===== config.mk =====
export PLATFORM = sky130hd
export DESIGN_NAME = dra_sdiv
export DESIGN_NICKNAME = d
export VERILOG_FILES = /design/src/dra_sdiv.sv
export SDC_FILE = /design/constraint.sdc
export NUM_CORES = 1
export LEC_CHECK = 0
export BUFFER_PORTS_ARGS = -buffer_cell sky130_fd_sc_hd__buf_4
export CAP_MARGIN = 30
export CORE_AREA = 2 2 94 132
export CTS_CLUSTER_DIAMETER = 40
export DETAILED_ROUTE_END_ITERATION = 10
export DIE_AREA = 0 0 96 134
export HOLD_SLACK_MARGIN = 0.03
export PLACE_DENSITY = 0.73
export RECOVER_POWER = 50
export SLEW_MARGIN = 10
export SYNTH_ARGS = -nofsm -noshare
export SYNTH_HDL_FRONTEND = slang
export SYNTH_SLANG_ARGS = --single-unit

===== constraint.sdc =====
create_clock -name clk -period 3.85 [get_ports clk]
set_clock_uncertainty 0.05 [all_clocks]
set_input_delay 0.1925 -clock clk [delete_from_list [all_inputs] [get_ports clk]]
set_output_delay 0.1925 -clock clk [all_outputs]
set_load 0.01 [all_outputs]

===== src/dra_sdiv.sv =====
// Bit-serial restoring divider, one quotient bit per cycle.
// Caller supplies the upper remainder (must be below the divisor) and the low
// numerator bits. No package dependencies.
module dra_sdiv #(
	parameter int DW = 32,
	parameter int QW = 21
) (
	input  logic          clk,
	input  logic          arst_n,
	input  logic          start,
	input  logic [DW-1:0] init_rem,
	input  logic [QW-1:0] feed,
	input  logic [DW-1:0] dvsr,
	output logic          busy,
	output logic [QW-1:0] quot
);
	localparam int CW = $clog2(QW);

	logic [DW-1:0] rem_q;
	logic [QW-1:0] num_q;     // numerator bits out at the top, quotient bits in at the bottom
	logic [DW-1:0] dvsr_q;
	logic [CW-1:0] cnt_q;
	logic          busy_q;

	logic [DW:0] trial;
	logic [DW:0] diff;
	logic        ge;

	// One restoring step
	assign trial = {rem_q, num_q[QW-1]};
	assign diff  = trial - {1'b0, dvsr_q};
	assign ge    = (trial >= {1'b0, dvsr_q});

	// Control
	always_ff @(posedge clk or negedge arst_n) begin
		if (!arst_n) begin
			busy_q <= 1'b0;
			cnt_q  <= '0;
		end else if (start) begin
			busy_q <= 1'b1;
			cnt_q  <= '0;
		end else if (busy_q) begin
			if (cnt_q == CW'(QW - 1)) begin
				busy_q <= 1'b0;
			end else begin
				cnt_q <= cnt_q + 1'b1;
			end
		end
	end

	// Datapath
	always_ff @(posedge clk) begin
		if (start) begin
			rem_q  <= init_rem;
			num_q  <= feed;
			dvsr_q <= dvsr;
		end else if (busy_q) begin
			rem_q <= ge ? diff[DW-1:0] : trial[DW-1:0];
			num_q <= {num_q[QW-2:0], ge};
		end
	end

	assign busy = busy_q;
	assign quot = num_q;

endmodule


==> results.json <==
{
  "async_reset_ff_share_pct": 6.59,
  "grt_pass1_vias": 4550,
  "wl_met1_mm": 5.12,
  "endpoint_kind": "flop",
  "crit_fanout": 8,
  "synthesis.nets": 629,
  "ctsResizeCount": 0,
  "period_needed_ns": 3.38,
  "hold_class": "input port to flop",
  "worstHoldStart": "init_rem[2]",
  "crit_buf_inv": 0,
  "finalSetupViolCount": 0,
  "synthFlopType": "edfxtp_1",
  "io_buffers": 109,
  "route.top_layer_used": "met4",
  "cp.arrival_ns": 3.43,
  "ff2ff_setup_slack_ns": 0.47,
  "r2r_cells": 10,
  "place.gp.congestion": 0.900,
  "drv_slew": 46,
  "slowest_stage": "o21ba_1",
  "synth_edf_count": 85,
  "post-cts-setup-buffers": 0,
  "layout-drive-gt1-share_pct": 24.1,
  "crit_top_cell": "a21oi_1",
  "htreeDepth": 3,
  "numCtsBuffers": 9,
  "p_leak_nw": 3.09,
  "drt_iter0_drc": 176,
  "ys_warn_count": 0,
  "finalPower_mw": 5.06,
  "nFillCells": 981,
  "wl_met3_um": 540,
  "final_nets": 766,
  "crit_family": "compound AO/OA/AOI/OAI gates",
  "worstReg2RegEnd": "rem_q[23]",
  "min_to": "rem_q[2]",
  "worstPathRequired_ns": 3.90,
  "dr_wl_met2_mm": 7.10,
  "synth_most_common_cell": "edfxtp_1",
  "cts_tree": "yes",
  "tns_ns": 0,
  "insertion_delay_ns": 0.36,
  "die_h_um": 134,
  "place_hpwl_mm": 9.65,
  "rsz0062_at_grt": "no",
  "initial_core_util_pct": 49.1,
  "io_pins": 110,
  "holdBufCountCts": 33,
  "hold_path_depth": 3,
  "clockRootBuffer": "clkbuf_16",
  "cp_cell_sequence": "ha_1 -> a21oi_1 -> o21bai_1 -> a21oi_1 -> o31a_1 -> o41ai_2 -> nor2_1 -> o21ba_1 -> nor2_2 -> a221o_1",
  "grt_pass1_wl_mm": 20.9,
  "antenna_found_initial": 0,
  "synthesis.area_um2": 5740,
  "drc_errors": 0,
  "crit_path_max_incr_delay_ns": 0.47,
  "max_freq_ghz": 0.296,
  "synth_top_area_share_pct": 44.5,
  "routed-via-count": 4355,
  "outcome": "complete, but fails checks",
  "ir_drop_uv": 309,
  "n_antenna_cell": 0,
  "clock_path_buffers": 2,
  "yosysTopAreaCell": "edfxtp_1",
  "dpl_cell_area_um2": 6670,
  "synth.top_cells.by_count": "85 x edfxtp_1, 44 x inv_1, 41 x mux2_2",
  "area_delta_synth_final_pct": 25.7,
  "fin_hold_ws_ns": 0.0744,
  "setup_ws_ns": 0.470,
  "grtUsageTotal_pct": 20.9,
  "yosys-top-cells-area": "edfxtp_1 44%, mux2_2 8.0%, ha_1 7.4%",
  "violations": "capacitance limit, slew limit",
  "cts_sinks": 91,
  "netlist_instances": 506,
  "fin_area_um2": 7220,
  "max_slew_margin_pct": -55.2,
  "hold_viol": 0,
  "synth_area_per_cell_um2": 11.3,
  "r2r_start": "rem_q[17]",
  "path_clk_slew_ns": 0.07,
  "die_w_um": 96,
  "yosysSeqAreaShare_pct": 47.1,
  "vias_per_cell": 5.48,
  "cp-start-kind": "flop",
  "post_drt_wl_per_cell_um": 16.4,
  "grt_start_max_net_pins": 63,
  "synth.distinct_cells": 63,
  "pre_cts_slack_ns": 0.494,
  "coreArea_um2": 11700,
  "overflow": 0,
  "rows": 47,
  "finalCritPeriodShare_pct": 87.8,
  "drt_pass1_iterations": 4,
  "worst_pin_slew_ns": 2.33,
  "critPathKind": "flop to flop",
  "ant_nets": 0,
  "wl_mm": 13.0,
  "cap_violations": 1,
  "power.density_nw_per_um2": 702,
  "synth_seq_cells": 91,
  "die_area_um2": 12900
}
[where the power goes]
group	switching [mW]	internal, mW	total (mW)
combinational	1.40	1.23	2.64
sequential	0.132	1.39	1.53
clock	0.439	0.463	0.902
total	1.97	3.09	5.06
[state kept, by name, indices dropped and copies added, names as in the netlist]
register and flops:
rem_q 32, dvsr_q 32, busy 1, quot 21, cnt_q 5
[area by class of cell]
cell class	count	area, um^2	area share [%]
clock buffers	9	225	3.12
clock inverters	7	80.1	1.11
inverters	44	165	2.29
multi-input cells	351	2770	38.4
flip-flops and latches	91	2700	37.4
well taps	147	184	2.55
repair buffers	146	1090	15.1
[placed cells by master, fill, tap and decap left out, drive strengths merged, types with 5 or more instances in the layout]
cell type,n
a21o,20
a21oi,36
a31oi,5
buf,57
clkbuf,65
dfrtp,6
dlygate4sd3,33
edfxtp,85
ha,34
inv,48
mux2,59
mux2i,5
nand2,28
nand3,9
nand4,7
nor2,23
nor2b,5
nor3,8
nor3b,7
o21a,5
o21ai,15
xnor2,15
xor2,14
[cells by family after synthesis]
family | count (synthesis) | share of synthesized area (%)
xor+xnor | 29 | 4.42
buf+inv | 64 | 4.62
simple gates | 104 | 9.22
compound gates | 119 | 14.5
flops | 91 | 47.1
fa+ha+maj | 35 | 7.76
mux | 64 | 12.4
[worst max-delay path by stage]
stage                         start   endpoint  cells past startpoint
after CTS                 rem_q[17]  rem_q[15]                     10
final                     rem_q[17]  rem_q[23]                     10
after floorplan            quot[20]  rem_q[28]                     13
after detailed placement  rem_q[12]  rem_q[15]                     11
after global placement     rem_q[9]  rem_q[17]                     11
after global routing       quot[20]  rem_q[20]                     13
[per-stage QoR]
step / utilization (%) / cells
after global placement: 57.0 / 746
final: 61.7 / 795
after detailed placement: 57.0 / 746
after CTS: 62.5 / 795
after floorplan: - / 506
after global routing: 61.7 / 795
[metal layers]
metal,global-route usage (%),up-vias
met4,7.70,0
met3,4.55,23
met2,38.1,97
met1,23.2,2079
li1,-,2156
met5,0,-
[tightest hold or removal path, stage by stage]
cell and delay [ns]:
buf_4 0.07, nand2_1 0.04, o21ai_1 0.06
Power figures use the tool's default switching activity.
